File: src/sv/line_scrollback_buffer_top_assert.svh
`ifndef LINE_SCROLLBACK_BUFFER_TOP_ASSERT_SVH
`define LINE_SCROLLBACK_BUFFER_TOP_ASSERT_SVH

// Check that holds at every edge out of reset.
`define LSB_ASSERT_ALWAYS(name, clk, rst_n, cond, msg) \
    name: assert property (@(posedge clk) disable iff (!rst_n) (cond)) else $error(msg);

// Check that holds in the same cycle as the trigger.
`define LSB_ASSERT_IMPLIES(name, clk, rst_n, ante, cons, msg) \
    name: assert property (@(posedge clk) disable iff (!rst_n) (ante) |-> (cons)) \
        else $error(msg);

// Check that holds in the cycle after the trigger.
`define LSB_ASSERT_NEXT(name, clk, rst_n, ante, cons, msg) \
    name: assert property (@(posedge clk) disable iff (!rst_n) (ante) |=> (cons)) \
        else $error(msg);

`endif

File: src/sv/lsb_pkg.sv
`timescale 1ns / 1ps

package lsb_pkg;

    localparam int LINES_DEF    = 32;
    localparam int LINE_LEN_DEF = 128;
    localparam int BYTE_W       = 8;
    localparam int LEN_W        = 8;

    localparam logic [BYTE_W-1:0] NEWLINE_BYTE = 8'h0A;

    typedef enum logic {
        OP_APPEND = 1'b0,
        OP_READ   = 1'b1
    } t_op;

    typedef struct packed {
        logic              cmd;
        logic [BYTE_W-1:0] in_byte;
    } t_in_word;

    typedef struct packed {
        logic [BYTE_W-1:0] out_byte;
        logic              end_of_history;
        logic              history_empty;
    } t_out_word;

    typedef struct packed {
        t_op               op;
        logic              newline;
        logic [BYTE_W-1:0] data;
    } t_cmd_word;

    typedef enum logic [2:0] {
        ST_IDLE,
        ST_SEEK,
        ST_FETCH,
        ST_SCAN,
        ST_EMIT
    } t_back_state;

endpackage

File: src/sv/lsb_front.sv
`timescale 1ns / 1ps

module lsb_front (
    input  logic                 i_clk,
    input  logic                 i_rst_n,
    input  logic                 i_in_valid,
    output logic                 o_in_ready,
    input  lsb_pkg::t_in_word    i_in_word,
    output logic                 o_q_valid,
    input  logic                 i_q_pop,
    output lsb_pkg::t_cmd_word   o_q_word
);

    lsb_pkg::t_cmd_word r_q [2];
    logic               r_wptr;
    logic               r_rptr;
    logic [1:0]         r_count;
    lsb_pkg::t_cmd_word n_word;
    logic               push;
    logic               pop;

    always_comb begin
        n_word.op      = i_in_word.cmd ? lsb_pkg::OP_READ : lsb_pkg::OP_APPEND;
        n_word.newline = (i_in_word.in_byte == lsb_pkg::NEWLINE_BYTE);
        n_word.data    = i_in_word.in_byte;
    end

    assign o_in_ready = (r_count != 2'd2);
    assign o_q_valid  = (r_count != 2'd0);
    assign o_q_word   = r_q[r_rptr];
    assign push       = i_in_valid && o_in_ready;
    assign pop        = i_q_pop && o_q_valid;

    always_ff @(posedge i_clk) begin
        if (push) begin
            r_q[r_wptr] <= n_word;
        end
    end

    always_ff @(posedge i_clk) begin
        if (!i_rst_n) begin
            r_wptr  <= 1'b0;
            r_rptr  <= 1'b0;
            r_count <= 2'd0;
        end else begin
            if (push) begin
                r_wptr <= ~r_wptr;
            end
            if (pop) begin
                r_rptr <= ~r_rptr;
            end
            case ({push, pop})
                2'b10:   r_count <= r_count + 2'd1;
                2'b01:   r_count <= r_count - 2'd1;
                default: r_count <= r_count;
            endcase
        end
    end

endmodule

File: config.mk
export PLATFORM = sky130hd
export DESIGN_NAME = lsb_front
export DESIGN_NICKNAME = d
export VERILOG_FILES = /design/src/sv/line_scrollback_buffer_top_assert.svh /design/src/sv/lsb_pkg.sv /design/src/sv/lsb_front.sv
export SDC_FILE = /design/constraint.sdc
export NUM_CORES = 1
export LEC_CHECK = 0
export BUFFER_PORTS_ARGS = -buffer_cell sky130_fd_sc_hd__buf_2
export CORE_MARGIN = 3
export CORE_UTILIZATION = 54
export CTS_CLUSTER_SIZE = 10
export DETAILED_ROUTE_END_ITERATION = 10
export PLACE_DENSITY = 0.81
export RECOVER_POWER = 50
export SLEW_MARGIN = 10
export SYNTH_ARGS = -nofsm -noshare
export SYNTH_HDL_FRONTEND = slang
export SYNTH_SLANG_ARGS = --single-unit
File: constraint.sdc
create_clock -name i_clk -period 2.22 [get_ports i_clk]
set_input_delay 0.444 -clock i_clk [delete_from_list [all_inputs] [get_ports i_clk]]
set_output_delay 0.444 -clock i_clk [all_outputs]
set_load 0.05 [all_outputs]
== After elaboration in Yosys (flattened, before gate mapping) ==
Memory sizes are Yosys's and may differ from the RTL's. A register that Yosys moved wholly into a read port is not among the register bits.
Cells that the tools add are included.

* Bitwise gates (word level): 2
* Reduce and logical (&&, ||, !) cells: 4
* Add/subtract/negate cells: 2
* Eq/ne operators: 4
* Multiplexer cells: 6

{| class="wikitable"
|+ Operator list
! kind !! count
|-
| 8-bit by 4-bit equality test with 1-bit output, second input constant || 1
|-
| 1-bit two-way mux || 5
|-
| 2-bit case mux with 2 select lines || 1
|-
| 2-bit nonzero test || 2
|-
| 2-bit by 1-bit adder with 2-bit output, second input constant || 1
|-
| 2-bit by 1-bit equality test with 1-bit output, second input constant || 1
|-
| 2-bit equality test, second input constant || 1
|-
| 1-bit logical AND || 2
|-
| 2-bit inequality test, second input constant || 1
|-
| 1-bit NOT || 2
|-
| 2-bit by 1-bit subtractor with 2-bit output, second input constant || 1
|}

* Bits in registers: 4
* Input port bits: 13
* Output and inout bits: 12
* Memories kept: 1
* Word-level logic and storage cells: 22
* Memory bits (writable): 20

{| class="wikitable"
|+ Memories
! memory !! words !! width !! rd ports !! clocked after memory_dff !! write ports !! line !! RTL
|-
| r_q || 2 || 10 || 1 || 1 || 1 || lsb_front.sv:14 || <nowiki>lsb_pkg::t_cmd_word r_q [2];</nowiki>
|}

== Logic depth before layout (Yosys ltp) ==
Gate-level depths: netlist of run 1.

* Depth in word-level cells: 4
* Depth in mapped cells: 6
* Gate-level depth less buffers: 6

== Least setup slack after synthesis of run 1 ==
Ideal clock, no wire load.

* Path kind: reg2reg
* Start: reg r_count[0]
* End: reg r_count[1]
* Path slack: 0.355 ns
* Period minus slack after synthesis: 1.865 ns
* Library setup time: 0.070 ns
* Data required time: 2.150 ns
* Cell stages (with the launch flop): 6
* Data arrival time: 1.795 ns
* Cells stage by stage: dfxtp_1 > nand2b_1 > nand2_1 > ha_1 > or3_1 > a21boi_1

* Longest elaborated chain between the ends: 4
* Elaborated cells between the ends (all ways): 10
* Classes of those cells: 2 x add/sub; 3 x eq/ne; 1 x mux; 4 x reduce/logical

{| class="wikitable"
|+ Ends and longest elaborated chain
! what !! line !! RTL
|-
| from (decl) || lsb_front.sv:17 || <nowiki>logic [1:0] r_count;</nowiki>
|-
| from (signal assigned) || lsb_front.sv:53 || <nowiki>2'b10: r_count <= r_count + 2'd1;</nowiki>
|-
| from (signal assigned) || lsb_front.sv:54 || <nowiki>2'b01: r_count <= r_count - 2'd1;</nowiki>
|-
| from (signal assigned) || lsb_front.sv:55 || <nowiki>default: r_count <= r_count;</nowiki>
|-
| 2-bit inequality test * || lsb_front.sv:28 || <nowiki>assign o_in_ready = (r_count != 2'd2);</nowiki>
|-
| net o_in_ready || lsb_front.sv:7 || <nowiki>output logic o_in_ready,</nowiki>
|-
| 1-bit logical AND * || lsb_front.sv:31 || <nowiki>assign push = i_in_valid && o_in_ready;</nowiki>
|-
| 2-bit by 1-bit equality test with 1-bit output or 2-bit equality test (tied branches) || lsb_front.sv:52 || <nowiki>case ({push, pop})</nowiki>
|-
| 2-bit case mux with 2 select lines or 2-bit nonzero test (tied branches) || - ||
|}

Mark *: on every way through the listed nets, which the timed path passes. The rest lies on a longest branch.
A chain may end at the register's enable or synchronous reset.

==> results of run 1 <==
[cells in the final DEF, fill, tap and decap left out, types with 2 or more instances in the layout]
master / Yosys / routed
edfxtp_1: 20 / 20
buf_2: 1 / 16
mux2_2: 10 / 10
clkbuf_1: 0 / 9
dfxtp_1: 5 / 5
xnor2_1: 3 / 3
clkbuf_4: 0 / 3
nor2b_1: 2 / 2
[kinds of logic after synthesis]
group                    count (synthesis)  share of synthesized area
buffers and inverters                    2                    0.00897
flip-flops                              25                      0.718
AO/OA/AOI/OAI                            5                     0.0385
AND/OR/NAND/NOR                         12                     0.0795
multiplexers                            10                      0.115
adder cells (fa/ha/maj)                  1                     0.0128
XOR/XNOR                                 3                     0.0269
[stage by stage]
step	worst slack (ns)	power, mW
after global routing	0.158	1.57
after detailed placement	0.583	1.32
after floorplan	0.355	1.19
after CTS	0.238	1.51
after global placement	0.608	1.31
final	0.258	1.49
[state kept, by name, summed over array words and instances (netlist names), named ones only]
register  flops
r_q          20
r_rptr        1
r_wptr        1
r_count       2
[worst max-delay path by stage]
stage,start,end,slack [ns],cells after the start
2_1_floorplan,r_count[0],r_count[1],0.36,5
3_3_place_gp,register,o_q_word[6],0.61,2
3_5_place_dp,register,o_q_word[9],0.58,2
4_1_cts,register,o_q_word[9],0.24,2
5_1_grt,register,o_q_word[2],0.16,2
6_report,register,o_q_word[9],0.26,2
[worst max-delay path, stage by stage, from the launching register on]
cell and delay (ns):
dfxtp_1 0.62, mux2_2 0.39, buf_2 0.21
[area by class of cell]
class / count / share of cell area
inverter: 1 / 0.00330
tap: 24 / 0.0264
sequential: 25 / 0.616
timing repair buffer: 24 / 0.0968
multi-input combinational: 31 / 0.234
clock buffer: 4 / 0.0231
[per-layer routing]
metal | vias to the layer above | track usage | wire length [um]
met5 | - | 0 | 0
met4 | 0 | 0.0284 | 0
met3 | 0 | 0.0399 | 92
met2 | 13 | 0.257 | 766
met1 | 245 | 0.154 | 576
li1 | 271 | - | -
[where the power goes]
group	leakage, nW	switching [mW]	total [mW]	internal [mW]
combinational	0.168	0.431	0.638	0.207
sequential	0.230	0.0641	0.664	0.600
clock	0.0150	0.118	0.188	0.0698
total	0.412	0.613	1.49	0.877
==> results.md, run 1 <==
* CTS Buffer Depth at 2
* CTS tree: done
* Hold Path Depth at 1
* Most common library cells after synthesis: edfxtp_1, mux2_2, dfxtp_1
* Syn Nets at between 70 and 80
* Gates resized, CTS repair at 0
* Layout cells sized above 1 at 0.365
* Dpl hpwl at roughly 1100 um
* CTS Root Cell: clkbuf_4
* Input/output buffers at 24
* Num CTS Buffers at 3
* Synth Area per Inst at 16.8 um^2
* RSZ-0062 raised after global routing: false
* GRT overflow at 0
* Final number of setup-violating endpoints at 0
* # DRC at 0
* Netlist Area Pre-Place at 976 um^2
* Cells on worst reg2reg path at 5
* Post-DP Area at 1120 um^2
* Clock Skew at between 0.006 and 0.007 ns
* Most common cell in the netlist: edfxtp_1
* DP Cell Count at ~110
* Critical path data arrival time at 1.52 ns
* Max_cap viols at 0
* Setup TNS at 0 ns
* Top cell type's share of synthesized area at 0.615
* Initial Utilization at 0.612
* Status: complete, no violations
* Via density at ~4.9
* Crit Path Class: register to primary output
* Ys async rst share at 0
* 1st-iter DRT viols at 5
* Nets at 100
* Clock sink count at 25
* Vias post-DR at ~530
* Crit-path max FO at 10
* Final Cycle Share at 0.884
* Die Span Y at between 40 and 50 um
* Min Tclk post-route at between 1.5 and 2 ns
* WHS at ~0.33 ns
* FF-to-FF End: r_count[1]
* Yosys cell types at 23
* CORE AREA at between 1500 and 2000 um^2
* Clock latency on the worst-skew pair at roughly 0.3 ns
* Final GP Congestion at between 0.6 and 0.7
* Total routed wirelength at 1440 um
* Row cnt at 14
* CP startpoint kind: register
* Worst-margin pin slew at 0.480 ns
* Pin count of the biggest net entering global routing at 14
* CTS clk-pin slew, worst paths at 0.12 ns
* Seq. cell area at approximately 700 um^2
* Area delta synth->final at 16.5%
* Register bit total from synthesis at 25
* Filler Cells Inserted at around 110
* LEAKAGE at 0.412 nW
* TritonRoute pass-1 iters at 4
* Worst flop-to-flop path startpoint: r_count[0]
* First-pass GRT wire length at between 2000 and 3000 um
* Post-CTS setup buffers at 0
* WHS Endpoint: r_q[1][9]
* Htree depth at 1
* Die area at roughly 2400 um^2
* Required @ worst endpoint at 1.78 ns
* # hold bufs at CTS at 0
* Top cell type by total area after synthesis: edfxtp_1
* Synth Flop Type: edfxtp_1
* Critical Path End Type: primary output
* Vias in the first global route at 580
* GRT Total Usage at 0.137
* Hold wc startpoint: i_in_word[8]
* Slew HR at 0.680
* Max VDD drop at about 0.68 mV
* Final Max Tran Viols at 0
* Antenna violations before repair at 0
* Non-filler instance count after layout at approximately 110
* Number of diodes at 0
* Routed WL per cell at approximately 13 um
* Synth area leaders: edfxtp_1, mux2_2, dfxtp_1
* Fmax at 510 MHz
* Worst R2R Setup Slack at roughly 0.62 ns
* Hold WC Path Type: input pin to register
* Area occupied by multi-input gates at 267 um^2
* Finished Cell Area at roughly 1100 um^2
* Final Hold Vio Count at 0
* Register area share after synthesis at 0.718
* Syn. warnings at 0
* Post-layout util at 0.714
* PwrDens at approximately 1300 nW/um^2
* IO Pins at 25
* Die width at 48.5 um
* Mapped Cells at between 50 and 60
* Final ANT Viol Nets at 0
* EDFF count, synth at 20
(Power assumes the default switching activity.)
==> run 2, diff against run 1 <==
Settings changed: ABC_AREA from default to 1.
==> run 2 against run 1 <==
Net effect: register-to-register slack got worse by 0.03 ns; clock skew is 0.0032 ns lower; sequential share of layout area shrank 0.93 points; wire length is 4.7% higher; first-iteration DRC count is 20% higher; utilization fell by 5.2 points; cell area rose by 1.5%; area after synthesis grew 3.7%; global-route usage grew 0.61 points; largest cell class unchanged; largest power group unchanged; highest routed layer is now met4.
==> results.md, run 2 <==
* CTS tree: done (unchanged)
* Vias post-DR at 624 (was 529)
* Largest Register: r_q (unchanged)
* EDFF count, synth at 20 (unchanged)
* Dpl hpwl at 1160 um (was 1060 um)
* Synth Flop Type: edfxtp_1 (unchanged)
* Ys async rst share at 0 (unchanged)
* Layout cells sized above 1 at 0.317 (was 0.365)
* CTS Root Cell: clkbuf_4 (unchanged)
* IO Pins at 25 (unchanged)
* GRT overflow at 0 (unchanged)
* NetSw at 0.461 mW (was 0.613 mW)
* Status: complete, no violations (unchanged)
* Buf/Inv on CP at 1 (unchanged)
* Nets at 116 (was 100)
* LEAKAGE at 0.443 nW (was 0.412 nW)
* Synth Area per Inst at 13.9 um^2 (was 16.8 um^2)
* WHS Endpoint: r_q[0][9] (was r_q[1][9])
* CP startpoint kind: register (unchanged)
* Worst-margin pin slew at 0.558 ns (was 0.480 ns)
* Slew HR at 0.628 (was 0.680)
* Clock power frac at 0.149 (was 0.126)
* Synth area leaders: edfxtp_1, dfxtp_1, mux2_2 (was edfxtp_1, mux2_2, dfxtp_1)
* Clock latency on the worst-skew pair at 0.29 ns (was 0.30 ns)
* PwrDens at 1060 nW/um^2 (was 1310 nW/um^2)
* Final GP Congestion at 0.741 (was 0.700)
* Most common cell in the netlist: edfxtp_1 (unchanged)
* Input/output buffers at 24 (unchanged)
* Mapped Cells at 73 (was 58)
* Antenna violations before repair at 0 (unchanged)
* Crit-path max FO at 10 (unchanged)
* Initial Utilization at 0.580 (was 0.612)
* Clock Skew at 0.00299 ns (was 0.00621 ns)
* Most common library cells after synthesis: edfxtp_1, nor2_1, mux2_2 (was edfxtp_1, mux2_2, dfxtp_1)
* Cells on worst reg2reg path at 5 (unchanged)
* Required @ worst endpoint at 1.78 ns (about the same)
* Min Tclk post-route at 1.94 ns (was 1.96 ns)
* Leading cell type in the layout, fill and taps excluded: edfxtp_1 (unchanged)
* Htree depth at 1 (unchanged)
* Worst flop-to-flop path startpoint: r_count[0] (unchanged)
* Syn. warnings at 0 (unchanged)
* Slowest library cell on the worst path: dfxtp_1 (unchanged)
* Hold wc startpoint: i_in_word[8] (unchanged)
* Max VDD drop at 0.641 mV (was 0.675 mV)
* Seq. cell area at 701 um^2 (unchanged)
* Row cnt at 15 (was 14)
* # hold bufs at CTS at 0 (unchanged)
* Area delta synth->final at 14.1% (was 16.5%)
* Worst-path cell chain: mux2_2 > buf_2 (unchanged)
* Final Max Tran Viols at 0 (unchanged)
* Fmax at 514 MHz (was 510 MHz)
* Final number of setup-violating endpoints at 0 (unchanged)
* Pre-CTS setup slack at 0.587 ns (was 0.583 ns)
* Post-CTS setup buffers at 0 (unchanged)
* Pin count of the biggest net entering global routing at 14 (unchanged)
* Total routed wirelength at 1500 um (was 1440 um)
* Cell Int Power at 0.763 mW (was 0.877 mW)
* Setup TNS at 0 ns (unchanged)
* CORE AREA at 1750 um^2 (was 1590 um^2)
* Number of flip-flops in the largest register at 20 (unchanged)
* Top delay family on crit path: flip-flops (unchanged)
* Register bit total from synthesis at 25 (unchanged)
* Largest stage delay, worst path at 0.61 ns (was 0.62 ns)
* Area occupied by multi-input gates at 264 um^2 (was 267 um^2)
* # DRC at 0 (unchanged)
* Die Span Y at 49.3 um (was 48.5 um)
* 1st-iter DRT viols at 6 (was 5)
* Critical path data arrival time at 1.50 ns (was 1.52 ns)
* Top cell type's share of synthesized area at 0.593 (was 0.615)
* RSZ-0062 raised after global routing: false (unchanged)
* Syn Nets at 87 (was 72)
* Final setup margin at 0.275 ns (was 0.258 ns)
* Vias in the first global route at 667 (was 580)
* Filler Cells Inserted at 153 (was 112)
* Die width at 49.3 um (was 48.5 um)
* Final ANT Viol Nets at 0 (unchanged)
* Max_cap viols at 0 (unchanged)
* Die area at 2430 um^2 (was 2350 um^2)
* TritonRoute pass-1 iters at 2 (was 4)
* Switch share at 0.377 (was 0.411)
* GRT Total Usage at 0.143 (was 0.137)
* Gates resized, CTS repair at 0 (unchanged)
* Yosys cell types at 18 (was 23)
* Hold WC Path Type: input pin to register (unchanged)
* Netlist Area Pre-Place at 1010 um^2 (was 976 um^2)
* Worst R2R Setup Slack at 0.59 ns (was 0.62 ns)
* Clock sink count at 25 (unchanged)
* Routed WL per cell at 11.9 um (was 13.2 um)
* Via density at 4.95 (was 4.85)
* Flop pwr share at 0.499 (was 0.445)
* Register area share after synthesis at 0.692 (was 0.718)
* CTS clk-pin slew, worst paths at 0.12 ns (about the same)
* Combinational power share at 0.352 (was 0.429)
* Number of diodes at 0 (unchanged)
* Final Cycle Share at 0.876 (was 0.884)
* Commonest cells after routing, fill and taps aside: edfxtp_1, buf_2, nor2_1 (was edfxtp_1, buf_2, mux2_2)
* Num CTS Buffers at 3 (unchanged)
* Top cell type by total area after synthesis: edfxtp_1 (unchanged)
* First-pass GRT wire length at 2590 um (was 2530 um)
* Critical Path End Type: primary output (unchanged)
* Top Registers: r_q: 20 flops, r_count: 2 flops (unchanged)
* FF-to-FF End: r_q[0][5] (was r_count[1])
* Final Hold Vio Count at 0 (unchanged)
* Crit Path Class: register to primary output (unchanged)
* CTS Buffer Depth at 2 (unchanged)
* Hold Path Depth at 1 (unchanged)
-- run 2: worst reg2reg max path, stage by stage (launching register included) --
cell and delay, ns:
dfxtp_1 0.38, inv_1 0.10, nand2_1 0.09, nand2_1 0.14, nor2_1 0.12, clkbuf_1 0.45
-- run 2: logic make-up (layout without fill, tap and decap cells) --
family          count (synthesis)  after routing  synth area share
mux                            10             10             0.111
fa+ha+maj                       1              1            0.0124
buf+inv                         6             34            0.0297
simple gates                   28             28             0.136
flops                          25             25             0.692
compound gates                  3              3            0.0185
-- run 2: worst max path at each step --
stage | cells after the start | endpoint | slack [ns]
global placement | 2 | o_q_word[3] | 0.61
finish | 2 | o_q_word[1] | 0.28
floorplan | 4 | r_q[0][0] | 0.71
detailed placement | 2 | o_q_word[1] | 0.59
global route | 2 | o_q_word[7] | 0.17
CTS | 2 | o_q_word[1] | 0.25
-- run 2: per-layer routing --
layer / GRT usage / wire length (um) / part of all wire / vias to the layer above
met5: 0 / 0 / 0 / -
li1: - / - / - / 311
met4: 0.0616 / 11 / 0.0073 / 0
met2: 0.281 / 817 / 0.54 / 19
met1: 0.132 / 581 / 0.39 / 292
met3: 0.0428 / 93 / 0.062 / 2
-- run 2: power by group through the flow --
| stage | sequential, mW | clock (mW) | combinational, mW |
|---|---|---|---|
| floorplan | 0.607 | 0 | 0.381 |
| global placement | 0.623 | 0 | 0.443 |
| detailed placement | 0.627 | 0 | 0.455 |
| CTS | 0.616 | 0.187 | 0.456 |
| global route | 0.623 | 0.206 | 0.469 |
| finish | 0.611 | 0.183 | 0.430 |
-- run 2: metrics by stage --
step,std cells,cell area (um^2),hold slack (ns),utilization,power (mW)
floorplan,73,1010,0.450,-,0.988
CTS,126,1190,0.321,0.680,1.26
global route,126,1150,0.310,0.662,1.30
global placement,122,1160,0.469,0.665,1.07
finish,126,1150,0.328,0.662,1.22
detailed placement,122,1160,0.489,0.665,1.08
-- run 2: final cells by class --
cell class                 count  area share
inverter                       5      0.0163
clock buffer                   4      0.0228
multi-input combinational     42       0.229
timing repair buffer          25      0.0986
sequential                    25       0.607
tap                           25      0.0271
